--- config.mk ---
export PLATFORM = sky130hd
export DESIGN_NAME = graph_depth_first_walk_unit
export DESIGN_NICKNAME = d
export VERILOG_FILES = /design/src/design/gdfw_pkg.sv /design/src/design/graph_depth_first_walk_unit.sv /design/src/design/gdfw_ctrl.sv /design/src/design/gdfw_path.sv
export SDC_FILE = /design/constraint.sdc
export NUM_CORES = 1
export LEC_CHECK = 0
export BUFFER_PORTS_ARGS = -buffer_cell sky130_fd_sc_hd__buf_4
export CAP_MARGIN = 30
export CORE_ASPECT_RATIO = 0.7
export CORE_UTILIZATION = 55
export CTS_BUF_LIST = sky130_fd_sc_hd__clkbuf_4 sky130_fd_sc_hd__clkbuf_8
export CTS_CLUSTER_SIZE = 14
export DETAILED_ROUTE_END_ITERATION = 8
export PLACE_DENSITY = 0.75
export RECOVER_POWER = 50
export SLEW_MARGIN = 10
export SYNTH_ARGS = -nofsm -noshare
export SYNTH_HDL_FRONTEND = slang
export SYNTH_SLANG_ARGS = --single-unit
--- constraint.sdc ---
create_clock -name clk -period 7.6 [get_ports clk]
set_input_delay 0.76 -clock clk [delete_from_list [all_inputs] [get_ports clk]]
set_output_delay 0.76 -clock clk [all_outputs]
set_load 0.02 [all_outputs]
--- src/design/gdfw_pkg.sv ---
`default_nettype none

package gdfw_pkg;

    localparam logic CMD_LOAD  = 1'b0;
    localparam logic CMD_START = 1'b1;

    typedef enum logic [1:0] {
        ST_IDLE,
        ST_WALK,
        ST_FINISH
    } state_t;

    typedef struct packed {
        logic load;
        logic start;
        logic push;
        logic pop;
        logic finish;
    } path_cmd_t;

    typedef struct packed {
        logic in_range;
        logic cand_any;
        logic depth_one;
        logic out_free;
    } path_status_t;

endpackage

`default_nettype wire

--- src/design/graph_depth_first_walk_unit.sv ---
// Depth-first walk over a directed graph stored as an adjacency bit matrix.
// Input channel (in_valid/in_stall): cmd, vertex, row_bits. A load beat
// (cmd = 0) stores row_bits as the out-edges of vertex. A start
// beat (cmd = 1) walks from vertex and sends one output beat per reached
// vertex in depth-first preorder, lowest-numbered neighbor first; the final
// beat carries last = 1. A beat naming a vertex beyond the graph is taken
// and dropped.
// Output channel (out_valid/out_stall): visited_vertex, last, from a single
// output register.
// Timing: one stack step (push or pop) per cycle, but a push waits while
// the output register is stalled. in_stall is high for the whole walk, so
// the next beat is taken only after the final beat is registered. The first
// output beat is registered at the first push, or at the finish when the
// start vertex has no out-edges.
// A stalled output register holds the walk at its next push or at the end.
// Reset clears the matrix, the visited marks and the stack depth; the
// block is ready in the first cycle after reset.
`default_nettype none

module graph_depth_first_walk_unit #(
    parameter int VERTICES = 16
) (
    input  wire logic        clk,
    input  wire logic        rst_n,
    input  wire logic        in_valid,
    output logic             in_stall,
    input  wire logic        cmd,
    input  wire logic [3:0]  vertex,
    input  wire logic [15:0] row_bits,
    output logic             out_valid,
    input  wire logic        out_stall,
    output logic [3:0]       visited_vertex,
    output logic             last
);

    localparam int VCOUNT = (VERTICES < 16) ? VERTICES : 16;

    gdfw_pkg::path_cmd_t    path_cmd;
    gdfw_pkg::path_status_t status;

    gdfw_ctrl u_ctrl (
        .clk      (clk),
        .rst_n    (rst_n),
        .in_valid (in_valid),
        .in_stall (in_stall),
        .cmd      (cmd),
        .status   (status),
        .path_cmd (path_cmd)
    );

    gdfw_path #(
        .VCOUNT (VCOUNT)
    ) u_path (
        .clk            (clk),
        .rst_n          (rst_n),
        .vertex         (vertex),
        .row_bits       (row_bits),
        .path_cmd       (path_cmd),
        .status         (status),
        .out_stall      (out_stall),
        .out_valid      (out_valid),
        .visited_vertex (visited_vertex),
        .last           (last)
    );

endmodule

`default_nettype wire

--- src/design/gdfw_ctrl.sv ---
`default_nettype none

module gdfw_ctrl (
    input  wire logic                  clk,
    input  wire logic                  rst_n,
    input  wire logic                  in_valid,
    output logic                       in_stall,
    input  wire logic                  cmd,
    input  wire gdfw_pkg::path_status_t status,
    output gdfw_pkg::path_cmd_t        path_cmd
);

    gdfw_pkg::state_t state_reg;
    gdfw_pkg::state_t state_next;

    always_ff @(posedge clk or negedge rst_n)
    begin
        if (!rst_n)
        begin
            state_reg <= gdfw_pkg::ST_IDLE;
        end
        else
        begin
            state_reg <= state_next;
        end
    end

    always_comb
    begin
        state_next = state_reg;
        in_stall   = 1'b1;
        path_cmd   = '0;
        unique case (state_reg)
            gdfw_pkg::ST_IDLE:
            begin
                in_stall = 1'b0;
                if (in_valid && status.in_range)
                begin
                    if (cmd == gdfw_pkg::CMD_LOAD)
                    begin
                        path_cmd.load = 1'b1;
                    end
                    else
                    begin
                        path_cmd.start = 1'b1;
                        state_next     = gdfw_pkg::ST_WALK;
                    end
                end
            end
            gdfw_pkg::ST_WALK:
            begin
                if (status.cand_any)
                begin
                    path_cmd.push = status.out_free;
                end
                else
                begin
                    path_cmd.pop = 1'b1;
                    if (status.depth_one)
                    begin
                        state_next = gdfw_pkg::ST_FINISH;
                    end
                end
            end
            gdfw_pkg::ST_FINISH:
            begin
                if (status.out_free)
                begin
                    path_cmd.finish = 1'b1;
                    state_next      = gdfw_pkg::ST_IDLE;
                end
            end
            default:
            begin
                state_next = gdfw_pkg::ST_IDLE;
            end
        endcase
    end

endmodule

`default_nettype wire

--- src/design/gdfw_path.sv ---
`default_nettype none

module gdfw_path #(
    parameter int VCOUNT = 16
) (
    input  wire logic                   clk,
    input  wire logic                   rst_n,
    input  wire logic [3:0]             vertex,
    input  wire logic [15:0]            row_bits,
    input  wire gdfw_pkg::path_cmd_t    path_cmd,
    output gdfw_pkg::path_status_t      status,
    input  wire logic                   out_stall,
    output logic                        out_valid,
    output logic [3:0]                  visited_vertex,
    output logic                        last
);

    localparam int VW = $clog2(VCOUNT);
    localparam int DW = $clog2(VCOUNT + 1);

    logic [VCOUNT-1:0] adj_reg [VCOUNT];
    logic [VW-1:0]     stack_reg [VCOUNT];
    logic [VCOUNT-1:0] visited_reg;
    logic [DW-1:0]     depth_reg;
    logic [VW-1:0]     pend_reg;
    logic              out_valid_reg;
    logic [3:0]        vertex_out_reg;
    logic              last_reg;

    logic [VW-1:0]     vidx;
    logic [DW-1:0]     top_ptr;
    logic [VW-1:0]     top_v;
    logic [VCOUNT-1:0] cand;
    logic [VW-1:0]     nx;

    function automatic logic [VW-1:0] lowest_set(input logic [VCOUNT-1:0] m);
        logic [VW-1:0] r;
        r = '0;
        for (int i = VCOUNT - 1; i >= 0; i--)
        begin
            if (m[i])
            begin
                r = VW'(i);
            end
        end
        return r;
    endfunction

    assign vidx    = vertex[VW-1:0];
    assign top_ptr = depth_reg - DW'(1);
    assign top_v   = stack_reg[top_ptr[VW-1:0]];
    assign cand    = adj_reg[top_v] & ~visited_reg;
    assign nx      = lowest_set(cand);

    assign status.in_range  = ({1'b0, vertex} < 5'(VCOUNT));
    assign status.cand_any  = |cand;
    assign status.depth_one = (depth_reg == DW'(1));
    assign status.out_free  = !out_valid_reg || !out_stall;

    always_ff @(posedge clk or negedge rst_n)
    begin
        if (!rst_n)
        begin
            for (int i = 0; i < VCOUNT; i++)
            begin
                adj_reg[i] <= '0;
            end
        end
        else if (path_cmd.load)
        begin
            adj_reg[vidx] <= row_bits[VCOUNT-1:0];
        end
    end

    always_ff @(posedge clk)
    begin
        if (path_cmd.start)
        begin
            stack_reg[0] <= vidx;
        end
        else if (path_cmd.push)
        begin
            stack_reg[depth_reg[VW-1:0]] <= nx;
        end
    end

    always_ff @(posedge clk or negedge rst_n)
    begin
        if (!rst_n)
        begin
            visited_reg <= '0;
            depth_reg   <= '0;
        end
        else if (path_cmd.start)
        begin
            visited_reg <= VCOUNT'(1) << vidx;
            depth_reg   <= DW'(1);
        end
        else if (path_cmd.push)
        begin
            visited_reg <= visited_reg | (VCOUNT'(1) << nx);
            depth_reg   <= depth_reg + DW'(1);
        end
        else if (path_cmd.pop)
        begin
            depth_reg <= top_ptr;
        end
    end

    always_ff @(posedge clk)
    begin
        if (path_cmd.start)
        begin
            pend_reg <= vidx;
        end
        else if (path_cmd.push)
        begin
            pend_reg <= nx;
        end
    end

    always_ff @(posedge clk or negedge rst_n)
    begin
        if (!rst_n)
        begin
            out_valid_reg <= 1'b0;
        end
        else if (path_cmd.push || path_cmd.finish)
        begin
            out_valid_reg <= 1'b1;
        end
        else if (!out_stall)
        begin
            out_valid_reg <= 1'b0;
        end
    end

    always_ff @(posedge clk)
    begin
        if (path_cmd.push || path_cmd.finish)
        begin
            vertex_out_reg <= 4'(pend_reg);
            last_reg       <= path_cmd.finish;
        end
    end

    assign out_valid      = out_valid_reg;
    assign visited_vertex = vertex_out_reg;
    assign last           = last_reg;

    a_depth_bound: assert property (@(posedge clk) disable iff (!rst_n)
        depth_reg <= DW'(VCOUNT))
        else $error("stack depth beyond vertex count");

    a_push_slot: assert property (@(posedge clk) disable iff (!rst_n)
        path_cmd.push |-> (!out_valid_reg || !out_stall))
        else $error("push while output slot is held");

    a_push_marks: assert property (@(posedge clk) disable iff (!rst_n)
        path_cmd.push |=> visited_reg[$past(nx)])
        else $error("pushed vertex not marked visited");

    a_finish_last: assert property (@(posedge clk) disable iff (!rst_n)
        path_cmd.finish |=> (out_valid_reg && last_reg && depth_reg == '0))
        else $error("final beat missing last flag");

endmodule

`default_nettype wire
==> results.py, run 1 <==
metrics = {
    "run_status": {
        "outcome": "finished, violations left",
        "failed_checks": "capacitance limit, slew limit",
    },
    "worst_setup_path": {
        "timing.rr.end": "u_path.stack_reg[4][1]",
        "startpoint_type": "register",
        "r2r_start": "u_path.depth_reg[1]",
        "reg2reg_depth": 18,
        "worstPathRequired_ns": 7.83,
        "crit_fanout": 20,
        "r2r_setup_slack_ns": 1.25,
        "worst-setup-path-type": "reg2reg",
        "arrival_ns": 6.57,
        "end_kind": "register",
    },
    "yosys": {
        "synth.most_common_cell": "dfrtp_1",
        "synth_top_area_share_pct": 41.58,
        "ys_ff_latch": 353,
        "synth-compound-area-share_pct": 6.037,
        "synth_edf_count": 73,
        "synth.distinct_cells": 79,
        "syn_area_per_cell_um2": 12.05,
        "synth_area_um2": 16850,
        "yosysSeqAreaShare_pct": 54.59,
        "ys_top_cells_by_count": "dfrtp_1 (280), mux2_2 (262), nand2_1 (221)",
        "yosysTopAreaCell": "dfrtp_1",
        "synth.area.top_cells": "dfrtp_1 (42%), mux2_2 (18%), edfxtp_1 (13%)",
        "synth_xor_area_share_pct": 0.4084,
        "synthFlopType": "dfrtp_1",
        "synth_top_family_by_area": "multiplexers",
        "synth_mux_area_share_pct": 22.46,
        "yosys_warnings": 0,
        "synthCells": 1398,
        "yosys.area_share.simple_pct": 13.32,
        "syn_nets": 1426,
        "async_flop_share_pct": 79.32,
        "synthAdderAreaFrac_pct": 0.2228,
    },
    "final_layout": {
        "final_area_um2": 18620,
        "drive_gt1_share_pct": 31.46,
        "largest_reg_flops": 256,
        "fillCellCount": 2341,
        "nNetsFinal": 1463,
        "n_antenna_cell": 0,
        "layout.cells.non_filler": 1887,
        "post-route-util_pct": 61.97,
        "syn_to_final_growth_pct": 10.48,
    },
    "detailed_routing": {
        "drt_iter0_markers": 1239,
        "ant_nets": 0,
        "drc": 0,
        "wl_per_cell_um": 23.68,
        "viasPerCell": 6.232,
        "dr.pass1.iters": 6,
        "num_vias": 11760,
        "wl_mm": 44.68,
    },
    "timing": {
        "setup_viol": 0,
        "post-route-period-util_pct": 83.51,
        "fmax_mhz": 157.6,
        "relSlewSlack_pct": -311.2,
        "finalCriticalPeriod_ns": 6.347,
        "tightest_slew_ns": 6.167,
        "clock_skew_ns": 0.02519,
        "report.final.slew_viol_count": 132,
        "rsz0062_at_grt": "false",
        "hold_viol": 0,
        "tns_ns": 0,
    },
    "clock_network": {
        "cts-root-buf": "clkbuf_8",
        "cts_buffers": 51,
        "worstSkewPairLatency_ns": 0.61,
        "clk_pin_slew_worst_paths_ns": 0.07,
        "cts_resized": 0,
        "cts_tree": "yes",
        "cts_hold_buf": 0,
        "htree_levels": 2,
        "cts_buffer_depth": 3,
        "post_cts_buffers": 0,
        "cts_sinks": 353,
    },
    "die": {
        "core_area_um2": 30040,
        "fp.dieW_um": 211.2,
        "die_h_um": 148.5,
        "initial_core_util_pct": 56.10,
        "pin_count": 32,
        "rows": 53,
        "die_area_um2": 31350,
    },
    "placement": {
        "hpwlAfterDp_mm": 29.18,
        "place_area_um2": 17640,
        "io_buffers": 31,
        "dpl.cell_count": 1793,
        "routabilityCongestion": 0.9356,
    },
    "grt": {
        "grt.overflow.total": 0,
        "grt_pass1_vias": 11700,
        "grt_use_met1_pct": 43.63,
        "grt_pass1_wl_mm": 69.57,
        "grt_max_degree": 168,
        "grt_busiest_layer": "met1",
        "globalRouteTotalUtil_pct": 29.53,
        "grt_antenna_before_repair": 1,
        "grtUsageMet3_pct": 7.538,
        "met2_usage_pct": 42.88,
    },
    "flow_run": {
        "cap_violations": 2,
    },
    "worst_hold_path": {
        "hold_path_end": "u_path.depth_reg[4]",
        "holdCritStartpoint": "u_path.depth_reg[4]",
        "worstHoldPathCells": 1,
        "min_path_type": "reg2reg",
    },
}
-- worst max path at each step --
stage,cells after the start,slack [ns],from,end
global route,1,0.59,rst_n,u_path.adj_reg[235]
floorplan,22,2.62,u_path.depth_reg[0],u_path.stack_reg[13][0]
finish,18,1.25,u_path.depth_reg[1],u_path.stack_reg[4][1]
CTS,18,1.39,u_path.depth_reg[1],u_path.stack_reg[1][2]
global placement,18,1.33,u_path.depth_reg[1],u_path.stack_reg[9][0]
detailed placement,18,1.41,u_path.depth_reg[1],u_path.stack_reg[4][0]
-- final cells by class --
class	instances	area [um^2]	area share (%)
timing repair buffer	79	660.6	3.549
sequential	353	9199	49.41
multi-input combinational	941	7179	38.56
clock inverter	14	72.57	0.3898
clock buffer	79	955.9	5.135
tap	412	515.5	2.769
inverter	9	33.78	0.1815
-- critical path, cell delays in order (launching register included) --
cell and delay (ns):
dfrtp_1 0.59, inv_1 0.17, ha_1 0.52, buf_4 0.35, mux2i_1 0.27, nand3_1 0.10
and4_4 0.28, mux2i_4 0.72, buf_4 0.28, nand2_1 0.06, a32o_1 0.24, o22ai_1 0.54
nand3b_4 0.29, nor3_4 0.06, nand4_4 0.15, and2_1 0.18, buf_4 0.21, nand2_1 0.13
nor3_1 0.79
-- metrics by stage --
step	hold WS, ns	setup WS, ns
after floorplan	0.4003	2.622
after global placement	0.4826	1.328
after detailed placement	0.4905	1.414
after CTS	0.2456	1.391
after global routing	0.5140	0.5854
final	0.5044	1.253
-- cell families (layout without fill, tap and decap cells) --
kind of cell,Yosys count,count (layout)
mux,329,329
simple gates,461,461
buf+inv,104,181
compound gates,144,144
flops,353,353
fa+ha+maj,3,3
xor+xnor,4,4
-- placed cells by master, fill, tap and decap left out, types with 8 or more instances in the layout --
master | netlist | routed
a21oi_1 | 34 | 34
a311oi_1 | 12 | 12
and2_1 | 12 | 11
and3_1 | 10 | 10
buf_4 | 3 | 56
clkbuf_1 | 55 | 11
clkbuf_4 | 0 | 21
clkbuf_8 | 0 | 58
clkinv_2 | 0 | 10
dfrtp_1 | 280 | 280
edfxtp_1 | 73 | 73
inv_1 | 9 | 9
mux2_2 | 262 | 261
mux2i_1 | 53 | 52
mux4_2 | 12 | 12
nand2_1 | 221 | 221
nand2b_1 | 17 | 17
nand3_1 | 57 | 57
nand4_1 | 16 | 16
nor2_1 | 50 | 46
nor3_1 | 24 | 24
nor4_1 | 14 | 14
o21ai_0 | 17 | 17
o21ai_1 | 18 | 18
o31ai_1 | 8 | 8
-- routing by layer --
metal | share of wire, % | wire (um)
met4 | 2.2 | 974
met2 | 43 | 19100
met1 | 45 | 20020
met5 | 0.043 | 19
met3 | 10 | 4567
Power of run 1 is left out: the tool's default activity adds up to more than one toggle a clock period on the data nets, which glitch-free logic cannot reach.
==> inputs of run 2 (changes only) <==
clock period = 6.55 ns   (was 7.6 ns; I/O delays follow)
==> run 2 against run 1 <==
First-iteration DRC count rose by 10%. Global-route usage down 0.15 points. Sequential share of layout area about the same. Via count grew 0.30%. Count of clock-buffer cells in the layout is 3 higher. Core utilization hardly changed. The flow still finishes with violations (capacitance limit, slew limit). Die area unchanged.
==> results.py, run 2 (synthesis gave the netlist of run 1 again) <==
metrics = {
    "run_status": {
        "outcome": "finished, violations left",
        "failed_checks": "capacitance limit, slew limit",
    },
    "worst_setup_path": {
        "worst-setup-path-type": "reg2reg",
        "cp.buffers_inverters": 2,
        "cpPeakStageDelay_ns": 0.78,
        "crit_path_frequent_cell": "nor3_1",
        "crit_fanout": 22,
        "crit_family": "simple AND/OR/NAND/NOR gates",
        "arrival_ns": 6.33,
        "worstPathRequired_ns": 6.79,
        "crit_path_cell_trace": "inv_1, ha_1, buf_4, mux4_2, mux2i_1, mux2_2, nand2b_1, nor3_1, nor4_1, a22oi_2, o211ai_1, nor3_4, nand4_4, and2_1, nand2_1, nor3_1",
        "end_kind": "register",
        "critPathSlowestCell": "nor3_1",
        "startpoint_type": "register",
    },
    "die": {
        "core_area_um2": 30040,
        "fp.dieW_um": 211.2,
        "rows": 53,
        "initial_core_util_pct": 56.10,
        "die_h_um": 148.5,
        "pin_count": 32,
        "die_area_um2": 31350,
    },
    "clock_network": {
        "clk_pin_slew_worst_paths_ns": 0.06,
        "cts_hold_buf": 0,
        "cts_resized": 0,
        "cts-root-buf": "clkbuf_8",
        "cts_buffers": 53,
        "cts_sinks": 353,
        "cts_tree": "yes",
        "cts_buffer_depth": 3,
        "htree_levels": 2,
        "post_cts_buffers": 0,
        "worstSkewPairLatency_ns": 0.62,
    },
    "timing": {
        "setup_viol": 0,
        "finalCriticalPeriod_ns": 6.098,
        "hold_viol": 0,
        "relSlewSlack_pct": -194.4,
        "post-route-period-util_pct": 93.10,
        "report.final.slew_viol_count": 125,
        "tns_ns": 0,
        "tightest_slew_ns": 4.416,
        "rsz0062_at_grt": "false",
        "fmax_mhz": 164.0,
        "clock_skew_ns": 0.02295,
    },
    "detailed_routing": {
        "viasPerCell": 6.271,
        "wl_per_cell_um": 23.54,
        "ant_nets": 0,
        "wl_mm": 44.28,
        "drc": 0,
        "dr.pass1.iters": 8,
        "drt_iter0_markers": 1368,
        "num_vias": 11800,
    },
    "final_layout": {
        "final_common_cell": "dfrtp_1",
        "layout_common_cells": "dfrtp_1 (280), mux2_2 (261), nand2_1 (221)",
        "drive_gt1_share_pct": 31.18,
        "syn_to_final_growth_pct": 10.51,
        "n_antenna_cell": 0,
        "largest_reg_flops": 256,
        "nNetsFinal": 1462,
    },
    "grt": {
        "grt.overflow.total": 0,
        "grt_antenna_before_repair": 0,
        "grt_max_degree": 199,
        "grt_pass1_vias": 11730,
        "grt_pass1_wl_mm": 69.42,
        "globalRouteTotalUtil_pct": 29.38,
    },
    "flow_run": {
        "cap_violations": 4,
    },
    "placement": {
        "io_buffers": 31,
        "routabilityCongestion": 0.9012,
        "hpwlAfterDp_mm": 28.42,
    },
    "worst_hold_path": {
        "min_path_type": "in2reg",
    },
}
[run 2: metrics by stage]
step | cells | hold WS [ns] | setup WS, ns | util [%] | area [um^2]
detailed placement | 1789 | 0.4728 | 0.5291 | 58.45 | 17560
global placement | 1785 | 0.4648 | 0.5645 | 58.28 | 17510
CTS | 1879 | 0.03562 | 0.5065 | 62.14 | 18670
global route | 1881 | 0.4025 | 0.01388 | 61.99 | 18620
floorplan | 1398 | 0.3594 | 1.572 | - | 16850
finish | 1881 | 0.4064 | 0.4521 | 61.99 | 18620
[run 2: final cells by class]
| cell class | instances | area [um^2] |
|---|---|---|
| sequential | 353 | 9199 |
| timing repair buffer | 76 | 589.3 |
| tap | 412 | 515.5 |
| inverter | 9 | 33.78 |
| clock inverter | 8 | 90.09 |
| clock buffer | 82 | 1016 |
| fill | 2401 | 11420 |
| multi-input combinational | 941 | 7179 |
[run 2: path summary, 6_finish.rpt]
path,start,cells after the start,slack (ns),end
worst max-delay path,u_path.depth_reg[1],16,0.45,u_path.stack_reg[6][0]
worst min-delay path,row_bits[7],2,0.41,u_path.adj_reg[55]
worst max register to register,u_path.depth_reg[1],16,0.45,u_path.stack_reg[6][0]
worst min register to register,u_path.depth_reg[4],1,0.49,u_path.depth_reg[4]
max in group asynchronous,rst_n,2,2.40,u_path.adj_reg[134]
min in group asynchronous,rst_n,1,1.60,u_path.adj_reg[181]
[run 2: worst register-to-register path: cells and delay by family (launching register included)]
family,cells,cell delay (ns)
compound gates,2,0.42
fa+ha+maj,1,0.32
buf+inv,2,0.48
flops,1,0.60
mux,3,1.11
simple gates,8,2.82
[run 2: layer usage]
metal,track usage [%],share of wire (%)
met1,42.58,44
met2,43.22,44
met3,7.918,9.3
met4,9.022,2.7
met5,0,0
Power of run 2 is left out for the same reason.
==> inputs of run 3 (changes only) <==
GPL_TIMING_DRIVEN = 0   (was not set)
==> run 3 against run 2 <==
The run still ends with capacitance limit, slew limit left. Final cell count increased by 4.2%. Sequential share of layout area decreased by 1.3 points. Clock skew decreased by 0.0035 ns. First-iteration DRC count increased by 11%. Via count increased by 6.6%. Highest routed layer unchanged.
==> results.py, run 3 (synthesis gave the netlist of run 1 again) <==
metrics = {
    "placement": {
        "hpwlAfterDp_mm": 34.02,
        "routabilityCongestion": 0.9504,
        "place_area_um2": 17800,
        "io_buffers": 27,
    },
    "worst_setup_path": {
        "reg2reg_depth": 19,
        "crit_fanout": 10,
        "worstPathRequired_ns": 6.82,
        "end_kind": "register",
        "startpoint_type": "register",
        "r2r_setup_slack_ns": 0.11,
        "crit_start": "u_path.depth_reg[0]",
        "timing.rr.end": "u_path.stack_reg[12][3]",
        "arrival_ns": 6.71,
        "r2r_start": "u_path.depth_reg[0]",
        "worst-setup-path-type": "reg2reg",
        "crit_end": "u_path.stack_reg[12][3]",
    },
    "grt": {
        "grt_pass1_wl_mm": 75.40,
        "grt_max_degree": 114,
        "grt_antenna_before_repair": 0,
        "globalRouteTotalUtil_pct": 32.83,
        "grt_pass1_vias": 12180,
        "grt.overflow.total": 0,
    },
    "run_status": {
        "outcome": "finished, violations left",
        "failed_checks": "capacitance limit, slew limit",
    },
    "clock_network": {
        "cts_buffers": 53,
        "worstSkewPairLatency_ns": 0.61,
        "cts_sinks": 353,
        "cts_buffer_depth": 3,
        "htree_levels": 2,
        "cts_tree": "yes",
        "cts-root-buf": "clkbuf_8",
        "clk_pin_slew_worst_paths_ns": 0.06,
    },
    "detailed_routing": {
        "ant_nets": 0,
        "drt_iter0_markers": 1515,
        "wl_per_cell_um": 25.72,
        "drc": 0,
        "num_vias": 12570,
        "viasPerCell": 6.415,
        "dr.pass1.iters": 6,
        "wl_mm": 50.41,
    },
    "final_layout": {
        "n_antenna_cell": 0,
        "final_common_cell": "dfrtp_1",
        "largest_reg_flops": 256,
        "post-route-util_pct": 63.73,
        "nNetsFinal": 1536,
        "drive_gt1_share_pct": 32.24,
        "final_area_um2": 19150,
        "syn_to_final_growth_pct": 13.62,
        "layout_common_cells": "dfrtp_1 (280), mux2_2 (262), nand2_1 (221)",
        "fillCellCount": 2339,
    },
    "die": {
        "core_area_um2": 30040,
        "die_area_um2": 31350,
        "die_h_um": 148.5,
        "initial_core_util_pct": 56.10,
        "rows": 53,
        "fp.dieW_um": 211.2,
        "pin_count": 32,
    },
    "timing": {
        "relSlewSlack_pct": -145.3,
        "fmax_mhz": 155.4,
        "finalCriticalPeriod_ns": 6.435,
        "clock_skew_ns": 0.01941,
        "report.final.slew_viol_count": 180,
        "setup_viol": 0,
        "tightest_slew_ns": 3.680,
        "hold_ws_ns": 0.3282,
        "post-route-period-util_pct": 98.25,
        "hold_viol": 0,
    },
    "worst_hold_path": {
        "min_path_type": "in2reg",
    },
    "flow_run": {
        "cap_violations": 2,
    },
}
==> run 3: final cells by class <==
type,count,area (um^2),area share [%]
clock buffers,81,1027,5.365
inverters,9,33.78,0.1764
repair buffers,56,493.0,2.575
clock inverters,14,125.1,0.6535
multi-input cells,941,7271,37.98
flip-flops and latches,353,9199,48.05
well taps,412,515.5,2.692
plain buffers,94,481.7,2.516
==> run 3: critical path, cell delays in order, from the launching register on <==
cell	delay (ns)
dfrtp_1	0.38
clkbuf_4	0.31
buf_4	0.26
inv_1	0.13
ha_1	0.46
buf_2	0.37
mux4_2	0.26
nand2_1	0.05
and3_1	0.24
a31oi_4	0.47
clkbuf_1	0.78
nand4b_1	0.17
o21ai_1	0.65
nor4_4	0.15
nand4_4	0.19
and2_1	0.16
buf_6	0.12
buf_4	0.21
nand2_1	0.28
nor3b_4	0.43
==> run 3: worst min-delay path by stage <==
stage                     slack, ns  cells past startpoint               start                        to
after floorplan                0.36                      0               rst_n       u_ctrl.state_reg[0]
after global placement         0.45                      0  u_path.pend_reg[1]  u_path.visited_vertex[1]
after detailed placement       0.44                      0  u_path.pend_reg[0]  u_path.visited_vertex[0]
after CTS                      0.30                      2        row_bits[11]        u_path.adj_reg[43]
after global routing           0.31                      2        row_bits[11]        u_path.adj_reg[11]
final                          0.33                      2        row_bits[11]        u_path.adj_reg[43]
==> run 3: repair_timing <==
action                     in CTS  in global routing
hold endpoints to repair        2                  0
buffers inserted                0                  4
setup endpoints to repair     131                127
gates resized for setup        17                 16
hold buffers                    1                  0
==> run 3: per-stage QoR <==
stage,TNS (ns),setup WS [ns],cells
finish,0,0.1147,1960
global route,-0.07003,-0.02503,1960
floorplan,0,1.572,1398
global placement,-55.01,-0.6753,1837
CTS,0,0.01748,1951
detailed placement,-34.18,-0.5601,1855
==> run 3: metal layers <==
| layer | wire [um] | share of wire [%] | up-vias | global-route usage, % |
|---|---|---|---|---|
| met5 | 0 | 0 | - | 0 |
| met1 | 21180 | 42 | 6366 | 48.76 |
| met3 | 6540 | 13 | 122 | 9.269 |
| li1 | - | - | 5310 | - |
| met4 | 1333 | 2.6 | 0 | 10.07 |
| met2 | 21350 | 42 | 776 | 46.61 |
Power of run 3 is left out for the same reason.
